[src/rtl/qxm_pkg.sv]
`timescale 1ns / 1ps
// ----------------------------------------------------------------------------
// Quad-X motor mixer package
// Shared widths, payload types and register indexes of the mixer.
// ----------------------------------------------------------------------------
package qxm_pkg;

  localparam int CMD_W  = 16;  // signed command width
  localparam int GAIN_W = 16;  // unsigned Q4.12 gain width
  localparam int OFS_W  = 12;  // signed pitch offset width
  localparam int LIM_W  = 15;  // motor limit and result width
  localparam int MOT_W  = 16;  // wrapped motor value width
  localparam int FRAC_W = 12;  // fraction bits of the gains
  localparam int PROD_W = 32;  // command times gain
  localparam int PAIR_W = 34;  // sum or difference of two scaled terms
  localparam int SUM_W  = 35;  // full mix in Q.12
  localparam int NUM_MOTORS = 4;

  localparam int CFG_ADDR_W = 3;
  localparam int CFG_DATA_W = 16;

  localparam logic [CFG_ADDR_W-1:0] REG_THROTTLE_GAIN = 3'd0;
  localparam logic [CFG_ADDR_W-1:0] REG_ROLL_GAIN     = 3'd1;
  localparam logic [CFG_ADDR_W-1:0] REG_PITCH_GAIN    = 3'd2;
  localparam logic [CFG_ADDR_W-1:0] REG_YAW_GAIN      = 3'd3;
  localparam logic [CFG_ADDR_W-1:0] REG_PITCH_OFFSET  = 3'd4;
  localparam logic [CFG_ADDR_W-1:0] REG_LOW_LIMIT     = 3'd5;
  localparam logic [CFG_ADDR_W-1:0] REG_HIGH_LIMIT    = 3'd6;

  localparam logic [GAIN_W-1:0] THROTTLE_GAIN_RST = 16'd4096;
  localparam logic [GAIN_W-1:0] ROLL_GAIN_RST     = 16'd4096;
  localparam logic [GAIN_W-1:0] PITCH_GAIN_RST    = 16'd4506;
  localparam logic [GAIN_W-1:0] YAW_GAIN_RST      = 16'd4096;
  localparam logic [OFS_W-1:0]  PITCH_OFFSET_RST  = 12'hFB0;  // -80
  localparam logic [LIM_W-1:0]  LOW_LIMIT_RST     = 15'd200;
  localparam logic [LIM_W-1:0]  HIGH_LIMIT_RST    = 15'd1600;

  typedef struct packed {
    logic signed [CMD_W-1:0] throttle;
    logic signed [CMD_W-1:0] roll;
    logic signed [CMD_W-1:0] pitch;
    logic signed [CMD_W-1:0] yaw;
  } cmd_t;

  typedef struct packed {
    logic [GAIN_W-1:0] throttle;
    logic [GAIN_W-1:0] roll;
    logic [GAIN_W-1:0] pitch;
    logic [GAIN_W-1:0] yaw;
  } gains_t;

  typedef struct packed {
    logic [LIM_W-1:0] lo;
    logic [LIM_W-1:0] hi;
  } limits_t;

  typedef struct packed {
    logic signed [PROD_W-1:0] t;
    logic signed [PROD_W-1:0] r;
    logic signed [PROD_W-1:0] p;
    logic signed [PROD_W-1:0] y;
  } prod_t;

  typedef logic [MOT_W-1:0] motor_t;
  typedef motor_t [NUM_MOTORS-1:0] motors_t;
  typedef logic [LIM_W-1:0] result_t;
  typedef result_t [NUM_MOTORS-1:0] results_t;

endpackage

[src/rtl/qxm_mult.sv]
`timescale 1ns / 1ps
// ----------------------------------------------------------------------------
// Quad-X mixer gain stage
// Scales the four commands by their Q4.12 gains in one register stage.
// ----------------------------------------------------------------------------
module qxm_mult (
  input  logic              clk,
  input  logic              rst_n,
  input  logic              in_valid,
  output logic              in_ready,
  input  qxm_pkg::cmd_t     in_cmd,
  input  qxm_pkg::gains_t   gains,
  output logic              out_valid,
  input  logic              out_ready,
  output qxm_pkg::prod_t    out_prod
);

  logic           valid_r;
  qxm_pkg::prod_t prod_r;
  qxm_pkg::prod_t prod_nxt;

  // Signed command times unsigned gain; the product always fits 32 bits.
  function automatic logic signed [qxm_pkg::PROD_W-1:0] scale(
    input logic signed [qxm_pkg::CMD_W-1:0] cmd,
    input logic [qxm_pkg::GAIN_W-1:0]       gain
  );
    logic signed [qxm_pkg::PROD_W:0] full;
    full = cmd * $signed({1'b0, gain});
    return full[qxm_pkg::PROD_W-1:0];
  endfunction

  assign in_ready = !valid_r || out_ready;

  always_comb begin
    prod_nxt.t = scale(in_cmd.throttle, gains.throttle);
    prod_nxt.r = scale(in_cmd.roll, gains.roll);
    prod_nxt.p = scale(in_cmd.pitch, gains.pitch);
    prod_nxt.y = scale(in_cmd.yaw, gains.yaw);
  end

  always_ff @(posedge clk) begin
    if (!rst_n) begin
      valid_r <= 1'b0;
    end else if (in_ready) begin
      valid_r <= in_valid;
    end
  end

  always_ff @(posedge clk) begin
    if (in_ready && in_valid) begin
      prod_r <= prod_nxt;
    end
  end

  assign out_valid = valid_r;
  assign out_prod  = prod_r;

endmodule

[config.mk]
export PLATFORM = sky130hd
export DESIGN_NAME = qxm_mult
export DESIGN_NICKNAME = d
export VERILOG_FILES = /design/src/rtl/qxm_pkg.sv /design/src/rtl/qxm_mult.sv
export SDC_FILE = /design/constraint.sdc
export NUM_CORES = 2
export LEC_CHECK = 0
export BUFFER_PORTS_ARGS = -buffer_cell sky130_fd_sc_hd__buf_2
export CELL_PAD_IN_SITES_DETAIL_PLACEMENT = 1
export CELL_PAD_IN_SITES_GLOBAL_PLACEMENT = 1
export CORE_MARGIN = 2
export CORE_UTILIZATION = 45
export CTS_CLUSTER_DIAMETER = 100
export CTS_CLUSTER_SIZE = 16
export DETAILED_ROUTE_END_ITERATION = 16
export GPL_TIMING_DRIVEN = 0
export PLACE_DENSITY_LB_ADDON = 0.1
export SKIP_LAST_GASP = 1
export SLEW_MARGIN = 20
export SYNTH_ARGS = -nofsm -noshare
export SYNTH_HDL_FRONTEND = slang
export SYNTH_SLANG_ARGS = --single-unit
export TNS_END_PERCENT = 50
[constraint.sdc]
create_clock -name clk -period 7.1 [get_ports clk]
set_input_delay 0.71 -clock clk [delete_from_list [all_inputs] [get_ports clk]]
set_output_delay 0.71 -clock clk [all_outputs]
set_load 0.01 [all_outputs]
# == Word level (Yosys, flattened, before mapping) ==
# Index checks and enable logic that the tools add are counted.
# totals
wordCells,12
memories,0
output_inout_bits,130
latchBits,0
ff_bits,129
romBits,0
ramBits,0
# classes
bitwise,0
n_mux,0
n_div,0
mul,4
addsub,0
n_reduce_logical,3
n_shift,0
n_eq_ne,0
order_cmp,0
# ops
cell,count
$mul 16x17->32,4
$logic_and 1x1->1,1
$logic_not 1->1,1
$logic_or 1x1->1,1

# == Longest topological paths before layout ==
# depth
depth_word,3
depth_mapped,23
depth_no_buf,21

# == Worst setup path after synthesis ==
# No wires, ideal clock.
# synth_timing
path_type,input to register
start,input in_cmd[49] in the netlist's numbering
end,"register prod_r, in the netlist out_prod[121] (data pin)"
stages,20
t_arrival_ns,5.874
path_slack_ns,0.966
n_path_buf,2
required_time_ns,6.839
path_cell_list,clkbuf_1 nand2_1 fa_1 fa_1 fa_1 inv_1 fa_1 fa_1 inv_1 fa_1 inv_1 ha_1 clkbuf_1 a21oi_1 o21ai_0 a2111oi_0 nor2_1 a2111oi_0 a31oi_1 o311a_1
# synth_rtl
item,line,text
"start, declared",qxm_mult.sv:11,"input qxm_pkg::cmd_t in_cmd,"
"end signal, assigned",qxm_mult.sv:51,prod_r <= prod_nxt;
"end, declared",qxm_mult.sv:19,qxm_pkg::prod_t prod_r;

==> out/results.ini <==
[status]
status = completed

[clock_tree]
htreeDepth = 4
clk_latency_ps = 510
cts_buffer_depth = 2
cts-root-buf = clkbuf_16
clkTransAtPathRegs_ps = 70
cts_made_buffers = 17
tritoncts = done
hold_buffers = 0
clock_sinks = 129

[synthesis]
synth_edf_count = 128
ys_top_cells_by_count = inv_1, fa_1, nand2_1, ha_1, and2_1
synthFlopType = edfxtp_1
yosysTopAreaCellShare = 0.396
synth_area_leaders = fa_1, ha_1, edfxtp_1
synthDistinctLibCells = 70
yosysWarningCount = 0
syn_nets = 5635
syn_area_per_cell_um2 = 9.20
synth_top_area_cell = fa_1
syn-cell-area_um2 = 39200
synthArstFlopShare = 0
synthCells = 4259
yosysMostFrequentCell = inv_1
seq_area_frac_synth = 0.0986
synth-seq-cells = 129

[timing]
clock.fmax_mhz = 145
period_share = 0.974
setup_violations = 0
rsz0062_at_grt = true
finalClockSkew_ps = 13.6
max_slew_margin = 0.360
period_needed_ps = 6920
fin_hold_ws_ps = 449
slew_violations = 0
tightest_slew_ps = 953
hold_viol_final = 0

[global_route]
grt_busiest_layer = met2
use_met1 = 0.372
grt_max_degree = 43
first_global_vias = 33100
antenna_found_initial = 2
overflow = 0
use_met3 = 0.0403
grt_use_total = 0.276
met2_usage = 0.467
grt_pass1_wl_um = 189000

[worst_setup_path]
end_kind = flip-flop
cp_cell_sequence = buf_2, clkbuf_1, and2_1, fa_1, inv_1, fa_1, fa_1, inv_1, fa_1, fa_1, inv_1, fa_1, inv_1, ha_1, clkbuf_1, a21oi_1, o21ai_0, o21ai_0, o211ai_1, o211ai_1, a31oi_1, o311ai_0
slowest_delay_ps = 520
path_class = in2reg
startpoint_type = input pin
required_ps = 7370
worstSetupStartpoint = in_cmd[37]
cp_max_fo = 10
crit_top_cell = fa_1
cp.arrival_ps = 7190
rr_startpoint = out_valid
critPathSlowestCell = fa_1

[route]
wl_per_cell_um = 20.6
drt-initial-drc-count = 1365
viasPerCell = 5.22
vias = 29700
drt_pre_antenna_iters = 5
drc_errors = 0
wl_um = 117000
ant_nets = 0

[die]
std_cell_rows = 108
pin_count = 262
die_height_um = 299
die_width_um = 299
start_util = 0.453
core_area_um2 = 86500
die_area_um2 = 89400

[place]
gp_congestion = 0.921
hpwl_um = 99700
buffer_ports.inserted = 258

[final_layout]
drive_gt1_frac = 0.0727
final_nets = 5905
area_growth_pct = 8.72

[min_path]
hold_class = in2reg
min_from = rst_n

[flow_run]
max-cap-violations = 0

-- routing by layer --
metal  up-vias  wire length, um
li1      13500                -
met2       650            57200
met1     15400            52000
met5         -               12
met3       130             5430
met4         2             2700
-- stage by stage --
stage / worst slack, ps / setup TNS, ps / area [um^2] / std cells / util
after detailed placement: -764 / -9450 / 42000 / 5675 / 0.485
after CTS: -16.2 / -16.2 / 42600 / 5706 / 0.493
final: 182 / 0 / 42600 / 5697 / 0.493
after global routing: -71.8 / -119 / 42600 / 5696 / 0.493
after floorplan: 966 / 0 / 39200 / 4259 / -
after global placement: -654 / -7270 / 41900 / 5672 / 0.485
-- cell type report --
class	instances	area, um^2
fillers	10200	43900
inverters	966	3630
clock inverters	14	188
multi-input cells	3011	31100
clock buffers	17	425
plain buffers	143	583
flip-flops and latches	129	3860
repair buffers	261	1350
well taps	1155	1450
diodes	1	2.50
-- registers in the layout, summed over array words and instances (netlist names) --
signal	count
out_prod	128
out_valid	1
-- what timing repair did --
action / CTS / global route
gates cloned: 0 / 0
setup buffers: 0 / 0
resized for setup: 2 / 29
pin swaps: 0 / 0
setup endpoints to repair: 6 / 12
-- kinds of logic (layout without fill, tap and decap cells) --
family | Yosys count | after routing | synth area share
xor gates and xnor gates | 113 | 113 | 0.0253
muxes | 3 | 3 | 0.000798
other | 0 | 1 | 0
DFF | 129 | 129 | 0.0986
and+or+nand+nor | 1300 | 1300 | 0.163
buffers and inverters | 1119 | 1401 | 0.108
AOI/OAI and AO/OA | 351 | 351 | 0.0587
adders and majority gates | 1244 | 1244 | 0.546
-- layout by cell type, fill, tap and decap left out, types with 4 or more instances in the layout --
cell       instances
a21o_1            50
o21ai_1            5
a211oi_1          16
a221oi_1           6
and2_1           464
and3_1            15
nand2b_1          35
ha_1             468
clkbuf_1         124
bufinv_16          4
nor2b_1           13
o21a_1             9
nor3_1            24
nand3_1           22
a31oi_1           15
nand2_1          589
a21boi_0           6
a2111oi_0          5
o21ai_0           56
a21oi_1          108
inv_1            963
fa_1             776
o211ai_1          13
nand4_1           13
o21bai_1          16
clkbuf_2          13
xor2_1            35
xnor2_1           78
buf_2            258
edfxtp_1         128
a311oi_1           4
nor2_1            99
or3_1              5
clkbuf_16         17
or2_2              5
-- path summary, 6_finish.rpt --
check / end / slack (ps) / depth (start not counted)
max: out_prod[94] / 180 / 22
min: out_valid / 450 / 2
max reg2reg: out_prod[25] / 5080 / 5
min reg2reg: out_valid / 530 / 2
-- critical path: cells and delay by family --
family          cells  cell delay (ps)
compound gates      7             1990
buf+inv             7             1100
fa+ha+maj           7             3120
simple gates        1              240
Power is left out: the tool's default activity adds up to more than one toggle a clock period on the data nets, which glitch-free logic cannot reach.
