$ cat config.mk
export PLATFORM = sky130hd
export DESIGN_NAME = qxm_limit
export DESIGN_NICKNAME = d
export VERILOG_FILES = /design/src/rtl/qxm_pkg.sv /design/src/rtl/qxm_limit.sv
export SDC_FILE = /design/constraint.sdc
export NUM_CORES = 2
export LEC_CHECK = 0
export BUFFER_PORTS_ARGS = -buffer_cell sky130_fd_sc_hd__buf_2
export CAP_MARGIN = 10
export CORE_AREA = 4 4 334 336
export DETAILED_ROUTE_END_ITERATION = 10
export DIE_AREA = 0 0 338 340
export SYNTH_ARGS = -nofsm -noshare
export SYNTH_HDL_FRONTEND = slang
export SYNTH_SLANG_ARGS = --single-unit
$ cat constraint.sdc
create_clock -name clk -period 28.9 [get_ports clk]
set_clock_uncertainty 0.2 [all_clocks]
set_input_delay 5.78 -clock clk [delete_from_list [all_inputs] [get_ports clk]]
set_output_delay 5.78 -clock clk [all_outputs]
set_load 0.1 [all_outputs]
$ cat src/rtl/qxm_pkg.sv
`timescale 1ns / 1ps
// ----------------------------------------------------------------------------
// Quad-X motor mixer package
// Shared widths, payload types and register indexes of the mixer.
// ----------------------------------------------------------------------------
package qxm_pkg;

  localparam int CMD_W  = 16;  // signed command width
  localparam int GAIN_W = 16;  // unsigned Q4.12 gain width
  localparam int OFS_W  = 12;  // signed pitch offset width
  localparam int LIM_W  = 15;  // motor limit and result width
  localparam int MOT_W  = 16;  // wrapped motor value width
  localparam int FRAC_W = 12;  // fraction bits of the gains
  localparam int PROD_W = 32;  // command times gain
  localparam int PAIR_W = 34;  // sum or difference of two scaled terms
  localparam int SUM_W  = 35;  // full mix in Q.12
  localparam int NUM_MOTORS = 4;

  localparam int CFG_ADDR_W = 3;
  localparam int CFG_DATA_W = 16;

  localparam logic [CFG_ADDR_W-1:0] REG_THROTTLE_GAIN = 3'd0;
  localparam logic [CFG_ADDR_W-1:0] REG_ROLL_GAIN     = 3'd1;
  localparam logic [CFG_ADDR_W-1:0] REG_PITCH_GAIN    = 3'd2;
  localparam logic [CFG_ADDR_W-1:0] REG_YAW_GAIN      = 3'd3;
  localparam logic [CFG_ADDR_W-1:0] REG_PITCH_OFFSET  = 3'd4;
  localparam logic [CFG_ADDR_W-1:0] REG_LOW_LIMIT     = 3'd5;
  localparam logic [CFG_ADDR_W-1:0] REG_HIGH_LIMIT    = 3'd6;

  localparam logic [GAIN_W-1:0] THROTTLE_GAIN_RST = 16'd4096;
  localparam logic [GAIN_W-1:0] ROLL_GAIN_RST     = 16'd4096;
  localparam logic [GAIN_W-1:0] PITCH_GAIN_RST    = 16'd4506;
  localparam logic [GAIN_W-1:0] YAW_GAIN_RST      = 16'd4096;
  localparam logic [OFS_W-1:0]  PITCH_OFFSET_RST  = 12'hFB0;  // -80
  localparam logic [LIM_W-1:0]  LOW_LIMIT_RST     = 15'd200;
  localparam logic [LIM_W-1:0]  HIGH_LIMIT_RST    = 15'd1600;

  typedef struct packed {
    logic signed [CMD_W-1:0] throttle;
    logic signed [CMD_W-1:0] roll;
    logic signed [CMD_W-1:0] pitch;
    logic signed [CMD_W-1:0] yaw;
  } cmd_t;

  typedef struct packed {
    logic [GAIN_W-1:0] throttle;
    logic [GAIN_W-1:0] roll;
    logic [GAIN_W-1:0] pitch;
    logic [GAIN_W-1:0] yaw;
  } gains_t;

  typedef struct packed {
    logic [LIM_W-1:0] lo;
    logic [LIM_W-1:0] hi;
  } limits_t;

  typedef struct packed {
    logic signed [PROD_W-1:0] t;
    logic signed [PROD_W-1:0] r;
    logic signed [PROD_W-1:0] p;
    logic signed [PROD_W-1:0] y;
  } prod_t;

  typedef logic [MOT_W-1:0] motor_t;
  typedef motor_t [NUM_MOTORS-1:0] motors_t;
  typedef logic [LIM_W-1:0] result_t;
  typedef result_t [NUM_MOTORS-1:0] results_t;

endpackage

$ cat src/rtl/qxm_limit.sv
`timescale 1ns / 1ps
// ----------------------------------------------------------------------------
// Quad-X mixer limit stages
// Shifts the motors down to the high limit, up to the low limit, then clamps.
// ----------------------------------------------------------------------------
module qxm_limit (
  input  logic                 clk,
  input  logic                 rst_n,
  input  logic                 in_valid,
  output logic                 in_ready,
  input  qxm_pkg::motors_t     in_motors,
  input  qxm_pkg::limits_t     limits,
  output logic                 out_valid,
  input  logic                 out_ready,
  output qxm_pkg::results_t    out_results
);

  logic              h_valid_r, l_valid_r, c_valid_r;
  logic              h_ready, l_ready, c_ready;
  qxm_pkg::motors_t  h_mot_r, h_mot_nxt;
  qxm_pkg::motors_t  l_mot_r, l_mot_nxt;
  qxm_pkg::results_t res_r, res_nxt;
  logic signed [qxm_pkg::MOT_W-1:0] hi_s, lo_s;

  // Each check sees the values already moved by the checks before it.
  function automatic qxm_pkg::motors_t pull_down(
    input qxm_pkg::motors_t                m,
    input logic signed [qxm_pkg::MOT_W-1:0] hi
  );
    qxm_pkg::motors_t r;
    qxm_pkg::motor_t  amt;
    r = m;
    for (int i = 0; i < qxm_pkg::NUM_MOTORS; i++) begin
      if ($signed(r[i]) > hi) begin
        amt = r[i] - hi;
        for (int j = 0; j < qxm_pkg::NUM_MOTORS; j++) begin
          r[j] = r[j] - amt;
        end
      end
    end
    return r;
  endfunction

  function automatic qxm_pkg::motors_t push_up(
    input qxm_pkg::motors_t                m,
    input logic signed [qxm_pkg::MOT_W-1:0] lo
  );
    qxm_pkg::motors_t r;
    qxm_pkg::motor_t  amt;
    r = m;
    for (int i = 0; i < qxm_pkg::NUM_MOTORS; i++) begin
      if ($signed(r[i]) < lo) begin
        amt = lo - r[i];
        for (int j = 0; j < qxm_pkg::NUM_MOTORS; j++) begin
          r[j] = r[j] + amt;
        end
      end
    end
    return r;
  endfunction

  assign hi_s = $signed({1'b0, limits.hi});
  assign lo_s = $signed({1'b0, limits.lo});

  assign c_ready  = !c_valid_r || out_ready;
  assign l_ready  = !l_valid_r || c_ready;
  assign h_ready  = !h_valid_r || l_ready;
  assign in_ready = h_ready;

  assign h_mot_nxt = pull_down(in_motors, hi_s);
  assign l_mot_nxt = push_up(h_mot_r, lo_s);

  // High clamp first, low clamp second: a low limit above the high one wins.
  always_comb begin
    logic signed [qxm_pkg::MOT_W-1:0] v;
    for (int i = 0; i < qxm_pkg::NUM_MOTORS; i++) begin
      v = $signed(l_mot_r[i]);
      if (v > hi_s) begin
        v = hi_s;
      end
      if (v < lo_s) begin
        v = lo_s;
      end
      res_nxt[i] = v[qxm_pkg::LIM_W-1:0];
    end
  end

  always_ff @(posedge clk) begin
    if (!rst_n) begin
      h_valid_r <= 1'b0;
      l_valid_r <= 1'b0;
      c_valid_r <= 1'b0;
    end else begin
      if (h_ready) begin
        h_valid_r <= in_valid;
      end
      if (l_ready) begin
        l_valid_r <= h_valid_r;
      end
      if (c_ready) begin
        c_valid_r <= l_valid_r;
      end
    end
  end

  always_ff @(posedge clk) begin
    if (h_ready && in_valid) begin
      h_mot_r <= h_mot_nxt;
    end
    if (l_ready && h_valid_r) begin
      l_mot_r <= l_mot_nxt;
    end
    if (c_ready && l_valid_r) begin
      res_r <= res_nxt;
    end
  end

  assign out_valid   = c_valid_r;
  assign out_results = res_r;

endmodule

# Word level (Yosys, flattened, before mapping)
# Index checks and enable logic that the tools add are counted.
dict set report op_classes {
  mux 16
  n_reduce_logical 9
  addsub 40
  n_lt_le_gt_ge 16
}
# operator n
set ops {}
lappend ops {{two-way mux 64 bit} 8}
lappend ops {{adder 16 bit} 16}
lappend ops {{subtractor 16 bit} 16}
lappend ops {{greater-than comparator 16 bit} 8}
lappend ops {{< comparator 16 bit} 8}
lappend ops {{two-way mux 16 bit} 4}
lappend ops {{subtractor 15 x 16 -> 16 bit} 4}
lappend ops {{subtractor 16 x 15 -> 16 bit} 4}
lappend ops {{two-way mux 15 bit} 4}
lappend ops {{logical AND 1 bit} 3}
lappend ops {{logical NOT 1 bit} 3}
lappend ops {{logical OR 1 bit} 3}
dict set report totals {
  regBits 191
  wordCells 96
  output_inout_bits 62
  inputBits 98
}

# Logic depth before layout (Yosys ltp)
dict set report logic_depth {
  depth_word 12
  mapped_depth 84
  ltp_nobuf 75
}

# Worst setup path before layout
# Ideal clock, no wire load.
dict set report synth_timing {
  path_kind {input to register}
  from {input limits[5] (netlist bit)}
  to {register h_mot_r[46] (netlist bit) (data pin)}
  setup_slack_ns 6.425
  setup_time_ns 0.267
  stages 78
  arrival_ns 22.007
  t_required_ns 28.433
  path_buffers 16
  cell_sequence {inv_1 ha_1 a2111oi_2 a211oi_2 o221a_2 o31ai_2 buf_4 buf_4 clkbuf_1 clkbuf_1 clkbuf_1 clkbuf_1 clkbuf_1 a21oi_1 ha_1 fa_1 nor2b_1 o31a_1 [... 42 more ...] and2_1 o21ai_0 nand2b_1 and2_1 o21ai_0 nand2b_1 a21o_1 a21o_1 a21o_1 a21oi_1 nor2_1 nand4_1 a21oi_1 or4_1 or3_1 a21oi_1 xor2_1 o21ai_0}
}
# item line_no
set synth_rtl {}
lappend synth_rtl {{from (decl)} qxm_limit.sv:12} ;# input qxm_pkg::limits_t limits,
lappend synth_rtl {{to (signal assigned)} qxm_limit.sv:108} ;# h_mot_r <= h_mot_nxt;
lappend synth_rtl {{to (decl)} qxm_limit.sv:20} ;# qxm_pkg::motors_t h_mot_r, h_mot_nxt;

==> results.txt <==
- For this run, the leading register cell type out of synthesis is sky130_fd_sc_hd__edfxtp_1.
- Maximum number of pins on one net before global-route repair: 90
* RSZ-0062 raised after global routing: false
- The Yosys step of the flow raised 0 warnings.
- Detailed placement finished with a half-perimeter wire length of 125 mm.
- Number of core rows: between 100 and 150
- Setup Crit Path Kind: input pin to flip-flop
- Headroom to the max-slew limit came out at 18.1%.
* Worst hold margin: between 0.3 and 0.4 ns
- Global placer's final weighted congestion: roughly 0.94
- Overflow left after global routing: 0
- Synthesis inferred 191 register bits.
- Global routing usage on met2: a little under half
- CTS placed an instance of sky130_fd_sc_hd__clkbuf_16 at the clock tree root.
- In this run the worst hold path is classified as flip-flop to flip-flop.
- Global routing consumed, on the met3 layer, around 3.0% of the routing resources.
* Layout area overhead: 7.03%
- Cell Count, Final, Fillers Out: about 7000
- Routed wire per std cell: ~22 um
* Ratio of routed vias to standard cells: between 5 and 6
- Hold path depth: 2
* Initial core utilization: 39.8%
- Hold buffer count at CTS: 0
- Number of iterations in the first detailed-routing pass: 5
* Outcome: complete, no violations
- The worst register-to-register path begins at h_mot_r[0]$_DFFE_PP_.
- Resized Gates After CTS: 0
- Min-Delay Endpoint: l_valid_r$_SDFFE_PN0P_
- Clock-pin transition on the worst setup and hold timing paths: ~0.080 ns
* Drt initial violations: approximately 3100
* Final worst-path cycle share: 80.8%
* DP Cell Count: between 6000 and 7000
- Global-route wire length before repair: between 200 and 250 mm
- Setup Buffers After CTS: 0
- Busiest layer in global routing: met2
- Counting the fill cells in the layout gives ~11000.
- Once layout is done, the placed cells without fillers occupy 0.0463 mm^2.
* Sequential fraction of the synthesis area: approximately an eighth
* Critical path's most frequent cell: sky130_fd_sc_hd__a21oi_1
- # H-tree levels: 4
- Core Footprint: ~0.11 mm^2
* Worst reg2reg path depth: between 70 and 80
- Worst path slowest cell: sky130_fd_sc_hd__xor2_1
- Number of global-route vias before repair: approximately 40000
* Maximum capacitance violations: 0
- The die covers 0.115 mm^2.
- Across all layers, the routed design uses roughly 41000 vias.
- Detailed-route DRC error count: 0
- The number of nets in the synthesized netlist is ~6300.
- Met1 Resource Use GR: just over 30%
- Capturing point of the worst reg2reg path: l_mot_r[32]$_DFFE_PP_
- Final-report max-slew violation count: 0
- TritonCTS built the clock tree.
* Die extent in y: around 340 um
* Kind of cell adding the most delay to the critical path: compound AO/OA/AOI/OAI gates
- The die is about 340 um wide.
- Together, buffers and inverters on the worst path number 5.
- Top-level port count: 160
- Final Hold Fails: 0
- Cells with a size suffix above 1 make up just over 9% of the layout.
- Num Clock Sinks: 191
- STA puts the critical path data arrival time at 23.36 ns.
- After layout, the minimum clock period comes to about 23 ns.
- Setup violations remaining at the end of the flow were counted as 0.
- In the global route stage, overall resource usage came out at ~26%.
* Clock Latency Late Sink: 0.49 ns
- Largest fanout of any net on the critical path: 27
* Worst stage delay on the critical path: just under 0.9 ns
- The initial antenna violation count was 5.
- Startpoint Class: input pin
- Maximum clock frequency: approximately 43 MHz
* Kind of end point of the critical path: flip-flop
- The worst register-to-register path has a setup slack of 12.95 ns.
- TritonCTS created 17 clock buffers.
- Startpoint of the tightest hold check path: h_valid_r$_SDFFE_PN0N_
- Post-synthesis instance area: roughly 0.043 mm^2
- In this run, synthesis inferred around 190 flip-flops with an integrated enable.
* Async SR Flop Fraction: 0%
- The longest clock path from root to sink contains 2 buffers.
- The net count of the finished layout is 6406.
- The average instance in the mapped netlist occupies roughly 7.8 um^2.
- In this run the remaining antenna-violating nets after routing total 0.
* Req. time, crit path: ~29 ns
* Number of distinct library cells after synthesis: 130
- At the pin with the least slew margin, the transition time is between 1 and 1.5 ns.
- Final-layout setup total negative slack: 0 ns
- After technology mapping, the gate count stands at 5509.
- Total wire length after detailed routing: about 150 mm
* Number of port buffers: approximately 160
* Cell area after placement: 0.0457 mm^2
synth_stat cells, types with 12 or more instances:
master / instances / area (um^2)
sky130_fd_sc_hd__or3_1: 38 / 238
sky130_fd_sc_hd__inv_1: 430 / 1610
sky130_fd_sc_hd__maj3_1: 35 / 350
sky130_fd_sc_hd__nand2b_1: 86 / 538
sky130_fd_sc_hd__a211oi_1: 31 / 233
sky130_fd_sc_hd__a21o_1: 165 / 1240
sky130_fd_sc_hd__o21ai_0: 342 / 1710
sky130_fd_sc_hd__nand2_1: 404 / 1520
sky130_fd_sc_hd__o31a_1: 14 / 123
sky130_fd_sc_hd__clkbuf_1: 107 / 402
sky130_fd_sc_hd__o31ai_1: 58 / 435
sky130_fd_sc_hd__buf_2: 28 / 140
sky130_fd_sc_hd__o21a_1: 101 / 758
sky130_fd_sc_hd__nand4_1: 61 / 382
sky130_fd_sc_hd__o21ai_1: 18 / 90.1
sky130_fd_sc_hd__and3_1: 55 / 344
sky130_fd_sc_hd__buf_1: 21 / 78.8
sky130_fd_sc_hd__ha_1: 684 / 8560
sky130_fd_sc_hd__a221o_1: 23 / 230
sky130_fd_sc_hd__a21oi_2: 12 / 105
sky130_fd_sc_hd__and2_1: 57 / 357
sky130_fd_sc_hd__o221ai_1: 12 / 105
sky130_fd_sc_hd__xor2_1: 134 / 1170
sky130_fd_sc_hd__nand3_1: 94 / 470
sky130_fd_sc_hd__or2_2: 15 / 93.8
sky130_fd_sc_hd__a21boi_0: 41 / 308
sky130_fd_sc_hd__o211ai_1: 45 / 338
sky130_fd_sc_hd__mux2i_1: 66 / 661
sky130_fd_sc_hd__o2111ai_1: 17 / 149
sky130_fd_sc_hd__xnor2_1: 402 / 3520
sky130_fd_sc_hd__a31o_2: 12 / 105
sky130_fd_sc_hd__nor4_1: 20 / 125
sky130_fd_sc_hd__a21oi_1: 515 / 2580
sky130_fd_sc_hd__fa_1: 38 / 761
sky130_fd_sc_hd__nor3_1: 121 / 606
sky130_fd_sc_hd__a31oi_1: 33 / 206
sky130_fd_sc_hd__mux2_2: 98 / 1100
sky130_fd_sc_hd__nor2b_1: 71 / 444
sky130_fd_sc_hd__nor2_1: 427 / 1600
sky130_fd_sc_hd__o21bai_1: 106 / 796
sky130_fd_sc_hd__edfxtp_1: 188 / 5650
area by class of cell:
| type | instances | area [um^2] | area share [%] |
|---|---|---|---|
| Inverter | 439 | 1650 | 3.56 |
| Clock buffer | 17 | 425 | 0.920 |
| Clock inverter | 15 | 153 | 0.330 |
| Antenna cell | 4 | 10.0 | 0.0216 |
| Multi-Input combinational cell | 4711 | 35200 | 76.2 |
| Sequential cell | 191 | 5710 | 12.3 |
| Timing Repair Buffer | 226 | 1300 | 2.81 |
| Tap cell | 1414 | 1770 | 3.82 |
metrics by stage:
step / utilization [%] / setup slack, ns
4_1_cts: 42.6 / 5.74
2_1_floorplan: - / 6.43
5_1_grt: 42.6 / 4.20
3_5_place_dp: 42.1 / 5.24
6_report: 42.6 / 5.55
3_3_place_gp: 42.1 / 5.60
worst max-delay path by stage:
stage,end,cells after the start,start,slack [ns]
2_1_floorplan,h_mot_r[46]$_DFFE_PP_,78,limits[5],6.43
3_3_place_gp,h_mot_r[46]$_DFFE_PP_,71,limits[1],5.60
3_5_place_dp,h_mot_r[46]$_DFFE_PP_,71,limits[1],5.24
4_1_cts,h_mot_r[46]$_DFFE_PP_,71,limits[1],5.74
5_1_grt,h_mot_r[46]$_DFFE_PP_,71,limits[1],4.20
6_report,h_mot_r[46]$_DFFE_PP_,71,limits[1],5.55
sequential cells by signal, indices dropped and copies added (netlist names):
name / flops
l_mot_r: 64
out_results: 60
out_valid: 1
h_valid_r: 1
h_mot_r: 64
l_valid_r: 1
cells by family after synthesis:
logic type / share of synthesized area (%)
compound gates: 26.1
simple gates: 17.0
fa+ha+maj: 22.6
buf+inv: 5.48
xor+xnor: 11.4
flops: 13.2
mux: 4.18
worst min-delay path: cells and delay by family, from the launching register on:
kind,cells,cell delay [ns]
flip-flops,1,0.36
AO/OA/AOI/OAI,1,0.13
AND/OR/NAND/NOR,1,0.05
layout by cell type, fill, tap and decap left out, drive strengths merged, types with 38 or more instances in the layout:
master,synthesis,routed
a211oi,38,38
a21boi,44,44
a21o,167,167
a21oi,528,528
and2,58,58
and3,55,55
buf,61,226
edfxtp,188,188
fa,38,38
ha,684,684
inv,436,441
maj3,43,43
mux2,100,100
mux2i,67,67
nand2,404,404
nand2b,87,87
nand3,98,98
nand4,61,61
nor2,430,430
nor2b,71,71
nor3,129,129
o211ai,49,49
o21a,102,102
o21ai,365,365
o21bai,106,106
o31ai,63,63
or3,38,38
xnor2,407,407
xor2,136,136
per-layer routing:
metal	wire [um]	up-vias
li1	-	20200
met5	0	-
met4	8930	0
met1	62400	19400
met3	7450	279
met2	72900	1086
Power is not shown: default switching activity piles up to over one toggle a cycle in this logic, so the estimate is an artifact.
