<file path="src/rtl/qxm_pkg.sv">
`timescale 1ns / 1ps
// ----------------------------------------------------------------------------
// Quad-X motor mixer package
// Shared widths, payload types and register indexes of the mixer.
// ----------------------------------------------------------------------------
package qxm_pkg;

  localparam int CMD_W  = 16;  // signed command width
  localparam int GAIN_W = 16;  // unsigned Q4.12 gain width
  localparam int OFS_W  = 12;  // signed pitch offset width
  localparam int LIM_W  = 15;  // motor limit and result width
  localparam int MOT_W  = 16;  // wrapped motor value width
  localparam int FRAC_W = 12;  // fraction bits of the gains
  localparam int PROD_W = 32;  // command times gain
  localparam int PAIR_W = 34;  // sum or difference of two scaled terms
  localparam int SUM_W  = 35;  // full mix in Q.12
  localparam int NUM_MOTORS = 4;

  localparam int CFG_ADDR_W = 3;
  localparam int CFG_DATA_W = 16;

  localparam logic [CFG_ADDR_W-1:0] REG_THROTTLE_GAIN = 3'd0;
  localparam logic [CFG_ADDR_W-1:0] REG_ROLL_GAIN     = 3'd1;
  localparam logic [CFG_ADDR_W-1:0] REG_PITCH_GAIN    = 3'd2;
  localparam logic [CFG_ADDR_W-1:0] REG_YAW_GAIN      = 3'd3;
  localparam logic [CFG_ADDR_W-1:0] REG_PITCH_OFFSET  = 3'd4;
  localparam logic [CFG_ADDR_W-1:0] REG_LOW_LIMIT     = 3'd5;
  localparam logic [CFG_ADDR_W-1:0] REG_HIGH_LIMIT    = 3'd6;

  localparam logic [GAIN_W-1:0] THROTTLE_GAIN_RST = 16'd4096;
  localparam logic [GAIN_W-1:0] ROLL_GAIN_RST     = 16'd4096;
  localparam logic [GAIN_W-1:0] PITCH_GAIN_RST    = 16'd4506;
  localparam logic [GAIN_W-1:0] YAW_GAIN_RST      = 16'd4096;
  localparam logic [OFS_W-1:0]  PITCH_OFFSET_RST  = 12'hFB0;  // -80
  localparam logic [LIM_W-1:0]  LOW_LIMIT_RST     = 15'd200;
  localparam logic [LIM_W-1:0]  HIGH_LIMIT_RST    = 15'd1600;

  typedef struct packed {
    logic signed [CMD_W-1:0] throttle;
    logic signed [CMD_W-1:0] roll;
    logic signed [CMD_W-1:0] pitch;
    logic signed [CMD_W-1:0] yaw;
  } cmd_t;

  typedef struct packed {
    logic [GAIN_W-1:0] throttle;
    logic [GAIN_W-1:0] roll;
    logic [GAIN_W-1:0] pitch;
    logic [GAIN_W-1:0] yaw;
  } gains_t;

  typedef struct packed {
    logic [LIM_W-1:0] lo;
    logic [LIM_W-1:0] hi;
  } limits_t;

  typedef struct packed {
    logic signed [PROD_W-1:0] t;
    logic signed [PROD_W-1:0] r;
    logic signed [PROD_W-1:0] p;
    logic signed [PROD_W-1:0] y;
  } prod_t;

  typedef logic [MOT_W-1:0] motor_t;
  typedef motor_t [NUM_MOTORS-1:0] motors_t;
  typedef logic [LIM_W-1:0] result_t;
  typedef result_t [NUM_MOTORS-1:0] results_t;

endpackage

</file>
<file path="src/rtl/qxm_mix.sv">
`timescale 1ns / 1ps
// ----------------------------------------------------------------------------
// Quad-X mixer sum stages
// Forms the four X-frame mixes, then truncates and saturates them to int16.
// ----------------------------------------------------------------------------
module qxm_mix (
  input  logic                        clk,
  input  logic                        rst_n,
  input  logic                        in_valid,
  output logic                        in_ready,
  input  qxm_pkg::prod_t              in_prod,
  input  logic [qxm_pkg::OFS_W-1:0]   pitch_offset,
  output logic                        out_valid,
  input  logic                        out_ready,
  output qxm_pkg::motors_t            out_motors
);

  typedef logic signed [qxm_pkg::PAIR_W-1:0] pair_t;
  typedef logic signed [qxm_pkg::SUM_W-1:0]  sum_t;
  typedef logic signed [qxm_pkg::SUM_W-qxm_pkg::FRAC_W-1:0] quot_t;

  // Stage A: throttle plus/minus pitch, roll plus/minus yaw.
  logic  a_valid_r;
  logic  a_ready;
  pair_t tpp_r, tmp_r, rpy_r, rmy_r;
  pair_t tpp_nxt, tmp_nxt, rpy_nxt, rmy_nxt;
  pair_t p_full;

  // Stage B: full mixes in Q.12.
  logic  b_valid_r;
  logic  b_ready;
  sum_t  [qxm_pkg::NUM_MOTORS-1:0] sum_r;
  sum_t  [qxm_pkg::NUM_MOTORS-1:0] sum_nxt;

  // Stage C: truncated and saturated motors.
  logic             c_valid_r;
  logic             c_ready;
  qxm_pkg::motors_t mot_r;
  qxm_pkg::motors_t mot_nxt;

  // Divide by 4096 toward zero, then saturate to the int16 range.
  function automatic qxm_pkg::motor_t trunc_sat(input sum_t s);
    quot_t q;
    q = s[qxm_pkg::SUM_W-1:qxm_pkg::FRAC_W];
    if (s[qxm_pkg::SUM_W-1] && (|s[qxm_pkg::FRAC_W-1:0])) begin
      q = q + quot_t'(1);
    end
    if (q > 32767) begin
      return 16'h7FFF;
    end else if (q < -32768) begin
      return 16'h8000;
    end else begin
      return q[qxm_pkg::MOT_W-1:0];
    end
  endfunction

  assign c_ready  = !c_valid_r || out_ready;
  assign b_ready  = !b_valid_r || c_ready;
  assign a_ready  = !a_valid_r || b_ready;
  assign in_ready = a_ready;

  always_comb begin
    p_full  = pair_t'(in_prod.p) + (pair_t'($signed(pitch_offset)) <<< qxm_pkg::FRAC_W);
    tpp_nxt = pair_t'(in_prod.t) + p_full;
    tmp_nxt = pair_t'(in_prod.t) - p_full;
    rpy_nxt = pair_t'(in_prod.r) + pair_t'(in_prod.y);
    rmy_nxt = pair_t'(in_prod.r) - pair_t'(in_prod.y);
  end

  always_comb begin
    sum_nxt[0] = sum_t'(tmp_r) - sum_t'(rpy_r);  // T - P - R - Y
    sum_nxt[1] = sum_t'(tpp_r) - sum_t'(rmy_r);  // T + P - R + Y
    sum_nxt[2] = sum_t'(tmp_r) + sum_t'(rpy_r);  // T - P + R + Y
    sum_nxt[3] = sum_t'(tpp_r) + sum_t'(rmy_r);  // T + P + R - Y
  end

  always_comb begin
    for (int i = 0; i < qxm_pkg::NUM_MOTORS; i++) begin
      mot_nxt[i] = trunc_sat(sum_r[i]);
    end
  end

  always_ff @(posedge clk) begin
    if (!rst_n) begin
      a_valid_r <= 1'b0;
      b_valid_r <= 1'b0;
      c_valid_r <= 1'b0;
    end else begin
      if (a_ready) begin
        a_valid_r <= in_valid;
      end
      if (b_ready) begin
        b_valid_r <= a_valid_r;
      end
      if (c_ready) begin
        c_valid_r <= b_valid_r;
      end
    end
  end

  always_ff @(posedge clk) begin
    if (a_ready && in_valid) begin
      tpp_r <= tpp_nxt;
      tmp_r <= tmp_nxt;
      rpy_r <= rpy_nxt;
      rmy_r <= rmy_nxt;
    end
    if (b_ready && a_valid_r) begin
      sum_r <= sum_nxt;
    end
    if (c_ready && b_valid_r) begin
      mot_r <= mot_nxt;
    end
  end

  assign out_valid  = c_valid_r;
  assign out_motors = mot_r;

endmodule

</file>
<file path="config.mk">
export PLATFORM = sky130hd
export DESIGN_NAME = qxm_mix
export DESIGN_NICKNAME = d
export VERILOG_FILES = /design/src/rtl/qxm_pkg.sv /design/src/rtl/qxm_mix.sv
export SDC_FILE = /design/constraint.sdc
export NUM_CORES = 1
export LEC_CHECK = 0
export ABC_CLOCK_PERIOD_IN_PS = 14300
export BUFFER_PORTS_ARGS = -buffer_cell sky130_fd_sc_hd__clkbuf_2
export CORE_MARGIN = 2
export CORE_UTILIZATION = 37
export CTS_BUF_LIST = sky130_fd_sc_hd__clkbuf_4
export CTS_CLUSTER_SIZE = 14
export DETAILED_ROUTE_END_ITERATION = 10
export PLACE_DENSITY_LB_ADDON = 0.15
export SLEW_MARGIN = 15
export SYNTH_ARGS = -nofsm -noshare
export SYNTH_HDL_FRONTEND = slang
export SYNTH_SLANG_ARGS = --single-unit
</file>
<file path="constraint.sdc">
create_clock -name clk -period 14.3 [get_ports clk]
set_input_delay 2.86 -clock clk [delete_from_list [all_inputs] [get_ports clk]]
set_output_delay 2.86 -clock clk [all_outputs]
set_load 0.1 [all_outputs]
</file>
=== Word-level counts from Yosys, hierarchy flattened ===
Index checks and enable logic that the tools add are counted.

* Register bits: 341
* Logic and storage cells: 61

* $add $sub $neg: 13
* Order comparisons: 8
* Mux-type cells: 8
* Reductions and logical operators: 17

{| class="wikitable"
|+ Operator list
! cell !! number
|-
| adder 23 x 2 -> 23 bit, second input constant || 4
|-
| greater-than comparator 23 x 16 -> 1 bit, second input constant || 4
|-
| < comparator 23 x 16 -> 1 bit, second input constant || 4
|-
| two-way mux 23 bit || 4
|-
| adder 34 x 33 -> 35 bit || 2
|-
| subtractor 34 x 33 -> 35 bit || 2
|-
| two-way mux 16 bit || 4
|-
| OR reduction 12 bit || 4
|-
| adder 32 x 33 -> 34 bit || 1
|-
| subtractor 32 x 33 -> 34 bit || 1
|-
| adder 32 x 24 -> 33 bit || 1
|-
| adder 32 x 32 -> 33 bit || 1
|-
| subtractor 32 x 32 -> 33 bit || 1
|-
| logical AND 1 bit || 7
|-
| logical NOT 1 bit || 3
|-
| logical OR 1 bit || 3
|}

=== Depth between registers and ports, before layout ===
Gate-level depths: netlist of run 1.

* Depth after elaboration: 5
* Mapped depth: 22
* Depth with buffers taken out: 21

=== Worst setup path before layout of run 1 ===
No wires, ideal clock.

* Kind: input-to-reg
* From: input port out_ready
* To: register sum_r[0] (netlist bit) (enable)
* Library setup time: 843 ps
* Data arrival time: 12848 ps
* Data required time: 13457 ps
* Slack: 609 ps
* Stages: 2
* Buffers on the path: 0
* Path through: nor2b_1 a21boi_0

* Cells in the longest elaborated chain, start to end: 3

{| class="wikitable"
|+ Ends and longest elaborated chain
! what !! line !! source
|-
| start: declaration || qxm_mix.sv:14 || <nowiki>input logic out_ready,</nowiki>
|-
| logical OR 1 bit || qxm_mix.sv:57 || <nowiki>assign c_ready = !c_valid_r || out_ready;</nowiki>
|-
| logical OR 1 bit || qxm_mix.sv:58 || <nowiki>assign b_ready = !b_valid_r || c_ready;</nowiki>
|-
| logical AND 1 bit || qxm_mix.sv:108 || <nowiki>if (b_ready && a_valid_r) begin</nowiki>
|-
| end signal: assignment || qxm_mix.sv:109 || <nowiki>sum_r <= sum_nxt;</nowiki>
|-
| end: declaration || qxm_mix.sv:32 || <nowiki>sum_t [qxm_pkg::NUM_MOTORS-1:0] sum_r;</nowiki>
|}

Every way passes these cells.
A chain may end at the register's enable or synchronous reset.

=== Worst setup path in the final report of run 1 ===
* From: input port out_ready
* To: output port in_ready

* Cells in the longest elaborated chain, start to end: 3

{| class="wikitable"
|+ Ends and longest elaborated chain
! what !! line !! source
|-
| logical OR 1 bit || qxm_mix.sv:57 ||
|-
| logical OR 1 bit || qxm_mix.sv:58 ||
|-
| logical OR 1 bit || qxm_mix.sv:59 || <nowiki>assign a_ready = !a_valid_r || b_ready;</nowiki>
|-
| end: declaration || qxm_mix.sv:10 || <nowiki>output logic in_ready,</nowiki>
|}

Every way passes these cells.

==> results by group, run 1 <==
Yosys
  • Post-synthesis mux area share: 0.00267
  • EDFF count, synth: 333
  • Sequential area share after synthesis: 0.370
  • Post-Synth XOR/XNOR Area: 0.0948
  • Yosys warns: 0
  • Top cell type's share of synthesized area: 0.368
  • Post-Syn Nets: 3,359
  • Most instantiated cells after synthesis: edfxtp_1 (333), ha_1 (295), inv_1 (289), a21oi_1 (254), nor2_1 (253)
  • Mapped Area: 27,200 um2
  • Simple-gate share of the synthesized area: 0.148
  • Predominant post-synthesis flop cell: edfxtp_1
  • Avg Cell Area, Syn: 9.33 um2
  • Synth cell types: 88
  • Dominant cells by area after synthesis: edfxtp_1 (37%), ha_1 (14%), xnor2_1 (7.0%)
  • FF+latch count, synth: 336
  • Complex-gate fraction of the synthesized area: 0.189
  • Largest family of logic cells by synthesized area: compound AO/OA/AOI/OAI gates
  • Top-count cell post-synth: edfxtp_1
  • Synth Area in Adders: 0.142
  • Post-synth top area cell: edfxtp_1
  • Cells after Synth: 2,911
  • Fraction of registers with async set/reset: 0

Timing
  • Worst Tran Pin Value: 1.04 ns
  • Tightest hold margin: 0.599 ns
  • Hold Fails Final Rpt: 0
  • Period minus WS final: 6.99 ns
  • RSZ-0062 raised after global routing: no
  • Skew final: 0.0817 ns
  • Peak Freq: 143 MHz
  • Slew HR: 0.309
  • Post-route setup TNS: 0 ns
  • Final Max Slew Viols: 0
  • # setup viols final: 0
  • Tcrit/Tclk final: 0.488

Clock network
  • CTS clk-pin slew, worst paths: 0.06 ns
  • Post-CTS sizing: 0
  • Setup bufs post-CTS: 0
  • Clock Tree Root: clkbuf_4
  • CTS Buf Count: 88
  • Max clock buf depth: 3
  • H-tree depth: 3
  • CTS tree: yes
  • Skew-Pair Late Insertion Delay: 0.86 ns
  • Cts hold-fix bufs: 0
  • Clk sinks: 336

Route
  • DRT iter0 DRCs: 1,294
  • Metal3 WL: 3340 um
  • Top routing layer in use: met4
  • Routed WL: 77,000 um
  • Met1 layer wirelength in the final routing: 36,400 um
  • Number of antenna-violating nets in the routed design: 0
  • DRC Markers: 0
  • Wire length per cell: 18.6 um
  • First-pass DRT Iterations: 6
  • Via count: 21.9k
  • Detailed-routed wire length on met2: 34,700 um
  • Vias per cell: 5.28

Power and ir drop
  • PD cells: 154 nW/um2
  • Cell leakage power: 12.4 nW
  • Maximum vdd drop: 0.0631 mV

Worst setup path
  • R2R cell count: 12
  • Crit-path max FO: 6
  • Flop-to-flop setup slack: 10.31 ns
  • Kind of end point of the critical path: primary output
  • Startpoint Class: input port
  • Slowest Stage Delay on Critical Path: 0.60 ns
  • CP top delay family: simple AND/OR/NAND/NOR gates
  • Most common cell on crit path: clkbuf_2
  • Worst EP required: 11.44 ns
  • Critical path cell sequence: clkbuf_2, nor2b_1, nand3_1, clkbuf_2
  • Kind of critical path: input port to primary output
  • Reg2reg start: tpp_r[0]
  • WP data arrival: 4.13 ns
  • Max stage delay cell, worst path: nor2b_1
  • Reg-to-reg endpoint: sum_r[102]
  • Worst path bufs/invs: 2

GRT
  • Global Route Usage Sum: 0.201
  • First-pass GRT wire length: 118,000 um
  • Remaining global-route overflow: 0
  • Initial antenna violation count: 4
  • Vias in the first global route: 21.6k
  • Largest net degree at the start of global routing: 85

Floorplanning
  • # rows: 99
  • I/O Pins: 210
  • Die width: 275 um
  • Starting Density: 0.373
  • CORE AREA: 72,800 um2
  • Die Area: 75,600 um2
  • Die Y: 275 um

Min path
  • Worst hold start: a_valid_r
  • Hold endpoint: a_valid_r
  • Worst hold stages: 2
  • Hold Path Class: register to register

Job
  • Max_cap viols: 0

Placement
  • Gpl congestion: 0.884
  • Port Buffers: 209
  • Post-DP HPWL: 63,300 um

Outcome
  • Status: complete, no violations

Finish
  • Area delta synth->final: 11.2%
  • Ratio of cells with drive above 1 in the final layout: 0.123
  • Final nets: 3,573
==> routing by layer <==
layer / global-route usage / vias to the layer above
met5: 0 / -
met4: 0.0794 / 0
met3: 0.0223 / 138
met2: 0.326 / 556
met1: 0.274 / 10200
li1: - / 11000
==> stage by stage <==
stage	instances	utilization	total power, W	area [um2]	worst slack (ns)
2_1_floorplan	2911	-	0.00324	27200	0.609
3_3_place_gp	3994	0.400	0.00384	29100	6.64
3_5_place_dp	3994	0.400	0.00385	29100	6.67
4_1_cts	4145	0.415	0.00469	30200	7.33
5_1_grt	4146	0.415	0.00502	30200	7.03
6_report	4147	0.415	0.00466	30200	7.31
==> worst min-delay path: stages (launching register included) <==
cell and delay (ns):
dfxtp_1 0.35, nand3_1 0.11, a21boi_0 0.08
==> placed cells by master (no fill, tap or decap), drive strengths merged, types with 34 or more instances in the layout <==
master,instances
a21o,42
a21oi,256
and3,39
clkbuf,323
clkinv,34
edfxtp,333
ha,295
inv,290
nand2,120
nand2b,40
nand3,56
nor2,253
nor2b,44
nor3,96
o21a,40
o21ai,140
o21bai,58
xnor2,217
xor2,77
==> registers in the layout, indices dropped and copies added, names as in the netlist <==
signal	cells
sum_r	137
out_motors	64
tpp_r	34
rpy_r	33
tmp_r	33
rmy_r	32
a_valid_r	1
b_valid_r	1
out_valid	1
==> power breakdown <==
| group | switching [W] | internal, W |
|---|---|---|
| registers | 0.000191 | 0.00144 |
| clock network | 0.000404 | 0.000409 |
| logic | 0.00136 | 0.000859 |
| total | 0.00195 | 0.00271 |
==> logic make-up (layout without fill, tap and decap cells) <==
kind of cell,Yosys count,count (layout)
AO/OA/AOI/OAI,783,783
XOR/XNOR,294,294
adder cells (fa/ha/maj),304,304
buffers and inverters,382,657
flip-flops,336,336
multiplexers,7,7
other,0,2
AND/OR/NAND/NOR,805,805
==> area by class of cell <==
class                      count  area, um2
antenna                        2       5.00
clock buffer                 114        856
clock inverter                37        211
fill                        7255      42600
inverter                     291       1090
multi-input combinational   2193      15700
sequential                   336      10100
tap                          959       1200
timing repair buffer         215       1090
==> worst max-delay path by stage <==
stage	from	endpoint	slack (ns)	cells past startpoint
3_3_place_gp	in_prod[44]	tmp_r[31]	6.64	18
5_1_grt	in_prod[44]	tmp_r[31]	7.03	18
3_5_place_dp	in_prod[44]	tmp_r[31]	6.67	18
6_report	out_ready	in_ready	7.31	4
2_1_floorplan	out_ready	sum_r[0]	0.61	2
4_1_cts	out_ready	in_ready	7.33	4
No activity file was read; power rests on OpenSTA's default activity.
==> run 2: changes to the inputs <==
Settings changed: ABC_CLOCK_PERIOD_IN_PS 14300 to 6400.
Clock period 14.3 ns to 6.4 ns, I/O delays scaled along.
==> run 2 against run 1 <==
Sequential share of layout area fell by 0.13 points. Final cell count increased by 0.19%. Routed wire length is 0.43% lower. Via count increased by 0.22%. Critical path type is now input port to register.
==> results by group, run 2 (synthesis gave the netlist of run 1 again) <==
Power and ir drop
  • Final Power: 0.0105 W (was 0.00466 W)
  • Cell leakage power: 12.5 nW (was 12.4 nW)
  • PD cells: 347 nW/um2 (was 154 nW/um2)
  • Maximum vdd drop: 0.131 mV (was 0.0631 mV)

Finish
  • Area delta synth->final: 11.6% (was 11.2%)
  • Ratio of cells with drive above 1 in the final layout: 0.126 (was 0.123)
  • Top reg by flops: sum_r (unchanged)
  • Most common cell after layout, fill and taps aside: edfxtp_1 (unchanged)
  • Final nets: 3,576 (was 3,573)
  • Commonest cells after routing, fill and taps aside: edfxtp_1 (333), ha_1 (295), inv_1 (289), a21oi_1 (254), nor2_1 (253) (unchanged)
  • Post-route cell area: 30,300 um2 (was 30,200 um2)
  • Fillers: 7,244 (was 7,255)
  • Largest register FFs: 137 (unchanged)

Floorplanning
  • Die Area: 75,600 um2 (unchanged)
  • I/O Pins: 210 (unchanged)
  • CORE AREA: 72,800 um2 (unchanged)
  • Die Y: 275 um (unchanged)
  • Starting Density: 0.373 (unchanged)
  • # rows: 99 (unchanged)
  • Die width: 275 um (unchanged)

Worst setup path
  • WP data arrival: 5.66 ns (was 4.13 ns)
  • CP top delay family: compound AO/OA/AOI/OAI gates (was simple AND/OR/NAND/NOR gates)
  • Kind of end point of the critical path: register (was primary output)
  • Crit-path max FO: 12 (was 6)
  • Critical path cell sequence: clkbuf_2, ha_1, inv_1, fa_1, nor2b_1, o21ai_0, a21boi_0, buf_4, o2111ai_1, a2111oi_0, a211oi_1, o31ai_1, nor2_1, xnor2_1, ha_1, inv_1, and3_1, a2111oi_0, o311ai_0 (was clkbuf_2, nor2b_1, nand3_1, clkbuf_2)
  • Slowest Stage Delay on Critical Path: 0.66 ns (was 0.60 ns)
  • Startpoint Class: input port (unchanged)
  • Kind of critical path: input port to register (was input port to primary output)
  • Max stage delay cell, worst path: a2111oi_0 (was nor2b_1)
  • Worst EP required: 6.91 ns (was 11.44 ns)
  • Worst path bufs/invs: 4 (was 2)

Route
  • Routed WL: 76,700 um (was 77,000 um)
  • DRC Markers: 0 (unchanged)
  • DRT iter0 DRCs: 1,477 (was 1,294)
  • Wire length per cell: 18.5 um (was 18.6 um)
  • Number of antenna-violating nets in the routed design: 0 (unchanged)
  • Vias per cell: 5.28 (about the same)
  • First-pass DRT Iterations: 7 (was 6)
  • Via count: 21.9k (about the same)

GRT
  • Met3 GRT Util: 0.0222 (was 0.0223)
  • Most Crowded Layer GR: met2 (unchanged)
  • First-pass GRT wire length: 118,000 um (about the same)
  • M1 GR Usage: 0.273 (was 0.274)
  • Largest net degree at the start of global routing: 73 (was 85)
  • Initial antenna violation count: 1 (was 4)
  • Vias in the first global route: 21.7k (was 21.6k)
  • Remaining global-route overflow: 0 (unchanged)
  • Global Route Usage Sum: 0.201 (about the same)
  • GRT met2 Usage: 0.331 (was 0.326)

Timing
  • Peak Freq: 194 MHz
  • Final Max Slew Viols: 0 (unchanged)
  • RSZ-0062 raised after global routing: no (unchanged)
  • Post-route setup TNS: 0 ns (unchanged)
  • Hold Fails Final Rpt: 0 (unchanged)
  • Slew HR: 0.331 (was 0.309)
  • Worst Tran Pin Value: 1.00 ns (was 1.04 ns)
  • Tightest hold margin: 0.598 ns (was 0.599 ns)
  • # setup viols final: 0 (unchanged)
  • Skew final: 0.0823 ns (was 0.0817 ns)
  • Period minus WS final: 5.15 ns
  • Tcrit/Tclk final: 0.805

Clock network
  • Setup bufs post-CTS: 0 (unchanged)
  • Cts hold-fix bufs: 0 (unchanged)
  • CTS clk-pin slew, worst paths: 0.06 ns (about the same)
  • H-tree depth: 3 (unchanged)
  • Skew-Pair Late Insertion Delay: 0.83 ns (was 0.86 ns)
  • Clock Tree Root: clkbuf_4 (unchanged)
  • CTS tree: yes (unchanged)
  • Max clock buf depth: 3 (unchanged)
  • Post-CTS sizing: 0 (unchanged)
  • CTS Buf Count: 88 (unchanged)
  • Clk sinks: 336 (unchanged)

Placement
  • Port Buffers: 209 (unchanged)
  • Gpl congestion: 0.900 (was 0.884)
  • Dpl cell area: 29,200 um2 (was 29,100 um2)
  • Post-DP HPWL: 63,000 um (was 63,300 um)

Min path
  • Hold Path Class: register to register (unchanged)

Outcome
  • Status: complete, no violations (unchanged)

Job
  • Max_cap viols: 0 (unchanged)
==> run 2: changes by cell type in the layout (fill, tap and decap cells not counted), moves of 2 or more <==
| cell | delta |
|---|---|
| clkbuf_4 | +5 |
| bufinv_16 | +2 |
| buf_4 | +2 |
| clkinv_1 | -3 |
| inv_2 | +3 |
| clkinvlp_4 | -2 |
==> run 2: power by group <==
group,internal [W],switching [W]
registers,0.00322,0.000425
clock network,0.00103,0.000905
logic,0.00192,0.00303
total,0.00617,0.00436
==> run 2: worst register-to-register path, stage by stage, from the launching register on <==
cell	delay, ns
edfxtp_1	0.36
inv_1	0.05
ha_1	0.29
fa_1	0.44
nor2b_1	0.15
o31a_1	0.18
o311ai_0	0.22
a31o_2	0.37
o41ai_1	0.48
o311ai_0	0.26
a21oi_1	0.38
a41oi_1	0.18
mux2_2	0.30
==> run 2: worst paths after layout <==
check              start         to  slack [ns]  depth (start not counted)
min            a_valid_r  a_valid_r        0.60                          2
max reg2reg     tpp_r[0]  sum_r[34]        2.46                         12
min reg2reg    a_valid_r  a_valid_r        0.60                          2
max          in_prod[44]  tmp_r[31]        1.25                         19
==> run 2: per-layer routing <==
layer | wire length (um) | up-vias | share of wire
li1 | - | 11000 | -
met1 | 36600 | 10300 | 0.48
met2 | 35100 | 487 | 0.46
met3 | 3010 | 107 | 0.039
met4 | 1990 | 0 | 0.026
met5 | 0 | - | 0
==> run 2: final cells by class <==
| cell class | instances | area, um2 | share of cell area |
|---|---|---|---|
| diodes | 1 | 2.50 | 0.0000825 |
| clock buffers | 119 | 893 | 0.0295 |
| clock inverters | 38 | 265 | 0.00875 |
| inverters | 291 | 1090 | 0.0360 |
| multi-input cells | 2193 | 15700 | 0.517 |
| flip-flops and latches | 336 | 10100 | 0.332 |
| well taps | 959 | 1200 | 0.0396 |
| repair buffers | 218 | 1130 | 0.0371 |
==> run 2: metrics by stage <==
| stage | utilization | instances | worst slack [ns] |
|---|---|---|---|
| floorplan | - | 2911 | 0.501 |
| global placement | 0.400 | 3997 | 0.499 |
| detailed placement | 0.400 | 3997 | 0.470 |
| CTS | 0.416 | 4154 | 1.38 |
| global route | 0.416 | 4155 | 0.831 |
| finish | 0.416 | 4155 | 1.25 |
